<file path="src/rtl/sqe_pkg.sv">
// Shared codes and widths for the stack and queue engine.
`timescale 1ns / 1ps
`default_nettype none
package sqe_pkg;

    localparam int ACT_W  = 3;
    localparam int STAT_W = 3;
    localparam int DATA_W = 32;

    typedef logic [ACT_W-1:0]  t_action;
    typedef logic [STAT_W-1:0] t_status;

    localparam t_action ACT_PUSH = 3'd0;
    localparam t_action ACT_DUMP = 3'd1;
    localparam t_action ACT_PEEK = 3'd2;
    localparam t_action ACT_POP  = 3'd3;
    localparam t_action ACT_SWAP = 3'd4;

    localparam t_status ST_OK         = 3'd0;
    localparam t_status ST_PEEK_EMPTY = 3'd1;
    localparam t_status ST_POP_EMPTY  = 3'd2;
    localparam t_status ST_SWAP_SHORT = 3'd3;
    localparam t_status ST_FULL       = 3'd4;

endpackage
`default_nettype wire

</file>
<file path="src/rtl/stack_queue_engine.sv">
// Top level of the stack and queue engine: circular value store with top pointer and count.
//
// Usage: an action word (push, dump, peek, pop, swap) is taken at a rising edge
// with i_start high and o_busy low. Results come out on o_out_value, o_status
// and o_last, each valid for exactly one cycle while o_strobe is high; the
// receiver cannot stall, so every result must be taken as it appears.
// The queue_mode register is written through i_cfg_valid / o_cfg_ready
// (i_cfg_data). Write it only while the block is idle; the block does not enforce it.
// Push, pop, peek and error results appear in the cycle after accept, dump words
// in the cycle after each read, the swap result after states S_SW1, S_SW2, S_SW3.
// Push, pop and peek leave the engine idle, so a new word may follow at once.
// Swap makes two reads and two writes through the single store port pair.
// Dump reads the held entries one at a time, limited by the one read port;
// its results stream top first, one per cycle.
// Reset (synchronous, active low) empties the engine and selects stack mode;
// store contents are left as they are and never read before written.
`timescale 1ns / 1ps
`default_nettype none
module stack_queue_engine #(
    parameter int DEPTH = 64
) (
    input  wire logic                             i_clk,
    input  wire logic                             i_rst_n,
    input  wire logic                             i_start,
    output logic                                  o_busy,
    input  wire sqe_pkg::t_action                 i_action,
    input  wire logic signed [sqe_pkg::DATA_W-1:0] i_push_value,
    output logic                                  o_strobe,
    output logic signed [sqe_pkg::DATA_W-1:0]     o_out_value,
    output sqe_pkg::t_status                      o_status,
    output logic                                  o_last,
    input  wire logic                             i_cfg_valid,
    output logic                                  o_cfg_ready,
    input  wire logic                             i_cfg_data
);
    import sqe_pkg::*;

    localparam int AW = $clog2(DEPTH);
    localparam int CW = $clog2(DEPTH + 1);

    localparam logic [AW-1:0] LAST_ADDR = AW'(DEPTH - 1);
    localparam logic [CW-1:0] FULL_CNT  = CW'(DEPTH);
    localparam logic [AW:0]   DEPTH_X   = (AW + 1)'(DEPTH);

    localparam logic [2:0] S_IDLE = 3'd0;
    localparam logic [2:0] S_DUMP = 3'd1;
    localparam logic [2:0] S_SW1  = 3'd2;
    localparam logic [2:0] S_SW2  = 3'd3;
    localparam logic [2:0] S_SW3  = 3'd4;

    logic [DATA_W-1:0] mem [DEPTH];

    logic [2:0]        r_state, n_state;
    logic [AW-1:0]     r_top, n_top;
    logic [CW-1:0]     r_count, n_count;
    logic              r_queue, n_queue;
    logic [CW-1:0]     r_left, n_left;
    logic [AW-1:0]     r_addr, n_addr;
    logic [DATA_W-1:0] r_tmp, n_tmp;
    logic              r_rd_out, n_rd_out;
    logic              r_rd_last, n_rd_last;
    logic [DATA_W-1:0] r_rd_data;
    logic              r_res_valid, n_res_valid;
    t_status           r_res_status, n_res_status;

    logic              w_we, w_re, w_accept;
    logic [AW-1:0]     w_waddr, w_raddr;
    logic [DATA_W-1:0] w_wdata;
    logic [AW:0]       w_bot_sum;
    logic [AW-1:0]     w_bot_addr, w_top_dec, w_top_inc;

    function automatic logic [AW-1:0] addr_inc(input logic [AW-1:0] a);
        addr_inc = (a == LAST_ADDR) ? '0 : a + AW'(1);
    endfunction

    assign w_accept   = i_start && (r_state == S_IDLE);
    assign w_top_inc  = addr_inc(r_top);
    assign w_top_dec  = (r_top == '0) ? LAST_ADDR : r_top - AW'(1);
    // slot below the bottom entry: top + count, wrapped once
    assign w_bot_sum  = (AW + 1)'(r_top) + (AW + 1)'(r_count);
    assign w_bot_addr = (w_bot_sum >= DEPTH_X) ? AW'(w_bot_sum - DEPTH_X)
                                               : w_bot_sum[AW-1:0];

    always_comb begin
        n_state      = r_state;
        n_top        = r_top;
        n_count      = r_count;
        n_queue      = r_queue;
        n_left       = r_left;
        n_addr       = r_addr;
        n_tmp        = r_tmp;
        n_rd_out     = 1'b0;
        n_rd_last    = 1'b0;
        n_res_valid  = 1'b0;
        n_res_status = ST_OK;
        w_we         = 1'b0;
        w_waddr      = r_top;
        w_wdata      = i_push_value;
        w_re         = 1'b0;
        w_raddr      = r_top;

        if (i_cfg_valid) begin
            n_queue = i_cfg_data;
        end

        unique case (r_state)
            S_IDLE: begin
                if (w_accept) begin
                    unique case (i_action)
                        ACT_PUSH: begin
                            n_res_valid = 1'b1;
                            if (r_count >= FULL_CNT) begin
                                n_res_status = ST_FULL;
                            end else begin
                                w_we    = 1'b1;
                                n_count = r_count + CW'(1);
                                if (!r_queue || r_count == '0) begin
                                    if (r_count != '0) begin
                                        n_top   = w_top_dec;
                                        w_waddr = w_top_dec;
                                    end
                                end else begin
                                    w_waddr = w_bot_addr;
                                end
                            end
                        end
                        ACT_DUMP: begin
                            if (r_count != '0) begin
                                w_re      = 1'b1;
                                n_rd_out  = 1'b1;
                                n_rd_last = (r_count == CW'(1));
                                n_left    = r_count - CW'(1);
                                n_addr    = w_top_inc;
                                if (r_count != CW'(1)) begin
                                    n_state = S_DUMP;
                                end
                            end
                        end
                        ACT_PEEK: begin
                            if (r_count == '0) begin
                                n_res_valid  = 1'b1;
                                n_res_status = ST_PEEK_EMPTY;
                            end else begin
                                w_re      = 1'b1;
                                n_rd_out  = 1'b1;
                                n_rd_last = 1'b1;
                            end
                        end
                        ACT_POP: begin
                            n_res_valid = 1'b1;
                            if (r_count == '0) begin
                                n_res_status = ST_POP_EMPTY;
                            end else begin
                                n_top   = w_top_inc;
                                n_count = r_count - CW'(1);
                            end
                        end
                        ACT_SWAP: begin
                            if (r_count < CW'(2)) begin
                                n_res_valid  = 1'b1;
                                n_res_status = ST_SWAP_SHORT;
                            end else begin
                                w_re    = 1'b1;
                                n_addr  = w_top_inc;
                                n_state = S_SW1;
                            end
                        end
                        default: begin
                            // undefined codes: drop the word
                        end
                    endcase
                end
            end
            S_DUMP: begin
                w_re      = 1'b1;
                w_raddr   = r_addr;
                n_rd_out  = 1'b1;
                n_rd_last = (r_left == CW'(1));
                n_left    = r_left - CW'(1);
                n_addr    = addr_inc(r_addr);
                if (r_left == CW'(1)) begin
                    n_state = S_IDLE;
                end
            end
            S_SW1: begin
                // hold the top value, fetch the one below it
                n_tmp   = r_rd_data;
                w_re    = 1'b1;
                w_raddr = r_addr;
                n_state = S_SW2;
            end
            S_SW2: begin
                w_we    = 1'b1;
                w_waddr = r_top;
                w_wdata = r_rd_data;
                n_state = S_SW3;
            end
            S_SW3: begin
                w_we        = 1'b1;
                w_waddr     = r_addr;
                w_wdata     = r_tmp;
                n_res_valid = 1'b1;
                n_state     = S_IDLE;
            end
            default: begin
                n_state = S_IDLE;
            end
        endcase
    end

    always_ff @(posedge i_clk) begin
        if (w_we) begin
            mem[w_waddr] <= w_wdata;
        end
        if (w_re) begin
            r_rd_data <= mem[w_raddr];
        end
    end

    always_ff @(posedge i_clk) begin
        if (!i_rst_n) begin
            r_state      <= S_IDLE;
            r_top        <= '0;
            r_count      <= '0;
            r_queue      <= 1'b0;
            r_left       <= '0;
            r_rd_out     <= 1'b0;
            r_rd_last    <= 1'b0;
            r_res_valid  <= 1'b0;
            r_res_status <= ST_OK;
        end else begin
            r_state      <= n_state;
            r_top        <= n_top;
            r_count      <= n_count;
            r_queue      <= n_queue;
            r_left       <= n_left;
            r_rd_out     <= n_rd_out;
            r_rd_last    <= n_rd_last;
            r_res_valid  <= n_res_valid;
            r_res_status <= n_res_status;
        end
    end

    always_ff @(posedge i_clk) begin
        r_addr <= n_addr;
        r_tmp  <= n_tmp;
    end

    assign o_busy      = (r_state != S_IDLE);
    assign o_cfg_ready = 1'b1;
    assign o_strobe    = r_rd_out || r_res_valid;
    assign o_out_value = r_rd_out ? r_rd_data : '0;
    assign o_status    = r_rd_out ? ST_OK : r_res_status;
    assign o_last      = r_rd_out ? r_rd_last : r_res_valid;

endmodule
`default_nettype wire

</file>
<file path="config.mk">
export PLATFORM = sky130hd
export DESIGN_NAME = stack_queue_engine
export DESIGN_NICKNAME = d
export VERILOG_FILES = /design/src/rtl/sqe_pkg.sv /design/src/rtl/stack_queue_engine.sv
export SDC_FILE = /design/constraint.sdc
export NUM_CORES = 2
export LEC_CHECK = 0
export BUFFER_PORTS_ARGS = -buffer_cell sky130_fd_sc_hd__buf_2
export CAP_MARGIN = 20
export CELL_PAD_IN_SITES_DETAIL_PLACEMENT = 1
export CELL_PAD_IN_SITES_GLOBAL_PLACEMENT = 1
export CORE_ASPECT_RATIO = 1.75
export CORE_MARGIN = 4
export CORE_UTILIZATION = 29
export CTS_CLUSTER_SIZE = 14
export DETAILED_ROUTE_END_ITERATION = 10
export PLACE_DENSITY_LB_ADDON = 0.2
export SYNTH_ARGS = -nofsm -noshare
export SYNTH_HDL_FRONTEND = slang
export SYNTH_SLANG_ARGS = --single-unit
</file>
<file path="constraint.sdc">
create_clock -name i_clk -period 5.34 [get_ports i_clk]
set_input_delay 0.534 -clock i_clk [delete_from_list [all_inputs] [get_ports i_clk]]
set_output_delay 0.534 -clock i_clk [all_outputs]
set_load 0.02 [all_outputs]
</file>
Yosys cells after proc, flatten, opt, wreduce, memory -nomap -nowiden

Memories as Yosys holds them, arrays and structs flattened. A register that Yosys moved wholly into a read port is not among the register bits.
Cells that the tools add are included.

Add/sub/neg operators: 8
Magnitude comparators: 3
Equality and inequality tests: 24
Mux-type cells: 67
Reductions and logical operators: 21

Operator list:

| operator            | count |
|---|---|
| $mux 6              | 16 |
| $pmux 32 s2         | 1 |
| $pmux 6 s2          | 4 |
| $mux 7              | 5 |
| $mux 32             | 1 |
| $pmux 7 s2          | 2 |
| $pmux 3 s4          | 2 |
| $mux 3              | 7 |
| $mux 1              | 17 |
| $eq 7x1->1 const B  | 2 |
| $ge 7x7->1 const B  | 2 |
| $pmux 1 s2          | 7 |
| $sub 7x1->7 const B | 2 |
| $add 6x1->6 const B | 2 |
| $eq 3x2->1 const B  | 4 |
| $eq 6x6->1 const B  | 2 |
| $reduce_and 6->1    | 2 |
| $sub 6x1->6 const B | 2 |
| $ne 2x2->1 const B  | 5 |
| $reduce_and 5->1    | 2 |
| $ne 3x3->1 const B  | 3 |
| $add 6x7->7         | 1 |
| $add 7x1->7 const B | 1 |
| $logic_not 7->1     | 1 |
| other kinds (20)    | 30 |

Register bits: 68
RAM bits: 2,048
Input bits: 40
Output and inout port bits: 39
Word-level logic and storage cells: 135
Memories kept: 1

Memory list:

| memory | depth | bits a word | read ports | clocked after memory_dff | wr ports | RTL line                 | text |
|---|---|---|---|---|---|---|---|
| mem    | 64    | 32          | 1          | 1                        | 1        | stack_queue_engine.sv:51 | `logic [DATA_W-1:0] mem [DEPTH];` |

Longest topological paths before layout

Depth after elaboration: 8
Depth in mapped cells: 15
Depth with buffers taken out: 10

Worst setup path after synthesis

No wires, ideal clock.

Path kind: register to register
Start: reg r_top[1]
End: mem mem[29][0] (enable)
Library setup time: 468 ps
Data arrival time: 4,856 ps
Data required time: 4,872 ps
Path slack: 16 ps
Stages on the path, launching flop included: 10
Buffers on the path: 2
Period minus slack after synthesis: 5,324 ps
Cells stage by stage: dfxtp_1 -> clkbuf_1 -> inv_1 -> fa_1 -> xor2_1 -> a2111oi_0 -> a21oi_1 -> or3_1 -> clkbuf_1 -> nor3b_1

Longest elaborated chain between the ends: 8
Elaborated cells between the ends (all ways): 13
Those cells by class: add/sub (3); order compare (1); mux (8); reduce/logical (1)

RTL lines:

| what                                      | RTL line                  | text |
|---|---|---|
| start: declaration                        | stack_queue_engine.sv:54  | `logic [AW-1:0] r_top, n_top;` |
| start signal: assignment                  | stack_queue_engine.sv:233 | `r_top <= n_top;` |
| $add 6x7->7, or another cell as far along | stack_queue_engine.sv:80  | `assign w_bot_sum = (AW + 1)'(r_top) + (AW + 1)'(r_count);` |
| $sub 6x1->6, or another cell as far along | stack_queue_engine.sv:81  | `assign w_bot_addr = (w_bot_sum >= DEPTH_X) ? AW'(w_bot_sum - DEPTH_X)` |
| $mux 6, on equally long branches          | --                        |  |
| $mux 6                                    | stack_queue_engine.sv:117 | `if (!r_queue \|\| r_count == '0) begin` |
| $mux 6                                    | stack_queue_engine.sv:112 | `if (r_count >= FULL_CNT) begin` |
| $mux 6                                    | stack_queue_engine.sv:109 | `unique case (i_action)` |
| $mux 6                                    | stack_queue_engine.sv:108 | `if (w_accept) begin` |
| $pmux 6 s2 (*)                            | stack_queue_engine.sv:106 | `unique case (r_state)` |
| end: declaration                          | stack_queue_engine.sv:51  |  |

Mark *: on every way between the ends. The rest lies on a longest branch, timed or not.

Worst setup path in the final report

Start: reg r_state[0]
End: mem mem[55][6] (enable)

Longest elaborated chain between the ends: 6
Elaborated cells between the ends (all ways): 11
Those cells by class: eq/ne (2); mux (6); reduce/logical (3)

RTL lines:

| what                         | RTL line                                            | text |
|---|---|---|
| start: declaration           | stack_queue_engine.sv:53                            | `logic [2:0] r_state, n_state;` |
| start signal: assignment     | stack_queue_engine.sv:232                           | `r_state <= n_state;` |
| $logic_not 3->1              | stack_queue_engine.sv:76, stack_queue_engine.sv:106 |  |
| $logic_and 1x1->1            | stack_queue_engine.sv:76                            | `assign w_accept = i_start && (r_state == S_IDLE);` |
| $mux 1                       | stack_queue_engine.sv:108                           |  |
| $pmux 1 s2                   | stack_queue_engine.sv:106                           |  |
| $mux 1                       | stack_queue_engine.sv:212                           | `if (w_we) begin` |
| $mux 1 (implied by the code) | stack_queue_engine.sv:213                           | `mem[w_waddr] <= w_wdata;` |

Several ways; a longest one is shown, not always the timed one.

==> results.cfg <==
[hold_path]
min_from = i_start
holdCritPathClass = primary input to register

[final_layout]
layout-drive-gt1-share = 0.1614
area_delta_synth_final_pct = 17.08
fin_nets = 5978
fillCellCount = 30107
stdcell_area_sq_mm = 0.1002

[place]
gp_congestion = 0.8200
port_buffers = 77
place_area_sq_mm = 0.09406
dpl.hpwl_um = 215800

[clock_tree]
tritoncts = built
clkSinkCount = 2148
post_cts_buffers = 0
cts_root_buf = clkbuf_16
clk_latency_ns = 0.88
cts_buffers = 204
clk_pin_slew_ns = 0.06
clk_path_buf_depth = 4
htreeDepth = 4

[route]
drtPass1Iterations = 7
ant_nets = 0
first_iter_violations = 4862
drt-wirelength-per-cell_um = 35.16
route.vias.total = 54248
drc = 0
wl_um = 349000
vias_per_cell = 5.465

[worst_setup_path]
critical_path_class = register to register
slowest_stage = nor3_2
r2r_start = r_state[0]$_SDFFE_PN0P_
startpoint = r_state[0]$_SDFFE_PN0P_
cp_max_fo = 24
path_cells = nor3_1 > nand3_1 > buf_4 > a2111oi_0 > a21oi_1 > or3b_2 > nor3_2 > buf_12
start_kind = register
cp.required_ns = 5.87
max_stage_delay_ns = 0.81
critPathArrivalTime_ns = 5.10
endpoint_kind = register

[synth]
yosys_register_bits = 2148
syn_nets = 5680
yosysTopAreaCellShare = 0.7428
yosysTopAreaCell = edfxtp_1
synth_compound_area_frac = 0.07007
yosys.cell_count.top_type = edfxtp_1
synth_area_leaders = edfxtp_1 74%, nand2_1 5.0%, mux4_2 3.5%, mux2i_1 1.7%, nand3_1 1.5%
yosysSeqAreaShare = 0.7498
synthMuxAreaShare = 0.05347
synth_edf_count = 2118
synthArstFlopShare = 0
synthCells = 5625
synth_top_family_by_area = simple AND/OR/NAND/NOR gates
syn_area_per_cell_sq_um = 15.22
yosys.area_share.xor_xnor = 0.002455
synthAdderAreaFrac = 0.002280
ys.warnings.count = 0
netlist_area_sq_mm = 0.08562
ys_types = 86
yosys-top-cells-count = 2118 x edfxtp_1, 1131 x nand2_1, 263 x nand3_1, 174 x clkbuf_1, 165 x and3_1
synth-simple-area-share = 0.1012
ys.flop_type = edfxtp_1

[power]
p_leak_nw = 32.57
power_density_mw_per_mm2 = 394.0
fin_total_pwr_w = 0.03950
ir_worst_vdd_uv = 268.1

[sta]
period_needed_ns = 4.571
period_share = 0.8560
setup_viol = 0
finalHoldViolations = 0
max_freq_ghz = 0.2188
clock_skew_ns = 0.06484
tightest_slew_ns = 1.195
finalSetupTns_ns = 0
rsz0062_at_grt = no
max-slew-margin-rel = 0.1828
finalMaxSlewViolations = 0

[floorplan]
die_h_um = 726.8
ios = 79
dieArea_sq_mm = 0.3044
die_w_um = 418.8
core_sq_mm = 0.2935
num_rows = 263
start_util = 0.2917

[global_routing]
grt_max_degree = 96
antenna_found_initial = 10
grt_pass1_wl_um = 474700
grt-ovfl-total = 0
grtUsageTotal = 0.2245
grt_pass1_vias = 55854

[run]
cap_violations = 0

[status]
status = finished, final reports clean
==> worst paths after layout <==
path,slack [ns],to,cells after the start
setup reg to reg,0.77,mem[55][6]$_DFFE_PP_,8
hold reg to reg,0.48,r_tmp[9]$_DFFE_PP_,0
setup / recovery,0.77,mem[55][6]$_DFFE_PP_,8
hold / removal,0.08,r_res_status[1]$_SDFF_PN0_,3
==> metrics by stage <==
stage                     setup slack (ns)  hold slack (ns)  cells    util
final                               0.7689          0.07744   9926  0.3415
after global placement              0.7438           0.4637   9538  0.3199
after floorplan                    0.01574           0.4420   5625       -
after CTS                           0.7958         0.009346   9912  0.3410
after detailed placement            0.7589           0.4690   9548  0.3204
after global routing                0.5115          0.07326   9920  0.3415
==> flip-flops by register name, summed over array words and instances (netlist names), 6 cells and up <==
| register | flops |
|---|---|
| r_tmp | 32 |
| mem | 2048 |
| r_addr | 6 |
| r_left | 7 |
| r_top | 6 |
| r_count | 7 |
| r_rd_data | 32 |
==> area by class of cell <==
| cell class | instances | area (sq um) | share of cell area |
|---|---|---|---|
| Clock buffer | 270 | 5395 | 0.05382 |
| Timing Repair Buffer | 460 | 4812 | 0.04800 |
| Antenna cell | 7 | 17.52 | 0.0001747 |
| Multi-Input combinational cell | 3086 | 20330 | 0.2028 |
| Tap cell | 3842 | 4807 | 0.04795 |
| Clock inverter | 90 | 586.8 | 0.005854 |
| Inverter | 23 | 86.33 | 0.0008612 |
| Sequential cell | 2148 | 64210 | 0.6405 |
==> power breakdown <==
part | switching, W | total [W] | internal [W]
sequential | 0.000193 | 0.0189 | 0.0187
clock | 0.00647 | 0.0138 | 0.00732
combinational | 0.00471 | 0.00678 | 0.00206
==> repair_timing <==
item / 4_1_cts / 5_1_grt
hold endpoints to repair: 3 / 0
hold buffers: 4 / 0
resized for setup: 0 / 0
==> worst max-delay path: cells and delay by family (launching register included) <==
| kind | cells | cell delay, ns |
|---|---|---|
| buf+inv | 2 | 0.59 |
| compound gates | 2 | 0.79 |
| flops | 1 | 0.49 |
| simple gates | 4 | 2.31 |
==> per-layer routing <==
| metal | GRT usage | part of all wire | vias up | wire (um) |
|---|---|---|---|---|
| met2 | 0.4255 | 0.54 | 1614 | 189300 |
| met4 | 0.09668 | 0.050 | 2 | 17380 |
| met3 | 0.02444 | 0.040 | 584 | 14040 |
| met5 | 0 | 0.000037 | - | 13 |
| met1 | 0.2524 | 0.37 | 29552 | 128200 |
| li1 | - | - | 22496 | - |
==> kinds of logic (layout without fill, tap and decap cells) <==
group | count (synthesis) | after routing
flip-flops | 2148 | 2148
AND/OR/NAND/NOR | 1917 | 1917
AO/OA/AOI/OAI | 841 | 841
buffers and inverters | 391 | 843
multiplexers | 291 | 291
XOR/XNOR | 21 | 21
adder cells (fa/ha/maj) | 15 | 15
other | 1 | 8
==> placed cells by master, fill, tap and decap left out, types with 12 or more instances in the layout <==
master     instances
a211oi_1         126
a21oi_1          122
a221o_1           17
a221oi_1          19
a22oi_1           49
a311oi_1          66
a31oi_1          126
a32oi_1           49
and2_1            36
and3_1           165
buf_12           120
buf_2             77
buf_4            255
clkbuf_1          64
clkbuf_16        206
clkinv_1          56
clkinv_2          20
dfxtp_1           29
edfxtp_1        2118
ha_1              14
inv_1             23
mux2i_1          148
mux4_2           132
nand2_1         1096
nand2_2           31
nand2b_1          13
nand3_1          260
nand4_1           65
nor2_1            62
nor2_4            24
nor2b_1           14
nor3_1            32
nor3_2            34
nor3b_2           14
o2111ai_1         19
o211ai_1          16
o21ai_0           77
o221ai_1          12
o22ai_1           37
xnor2_1           12
(Power assumes the default switching activity.)
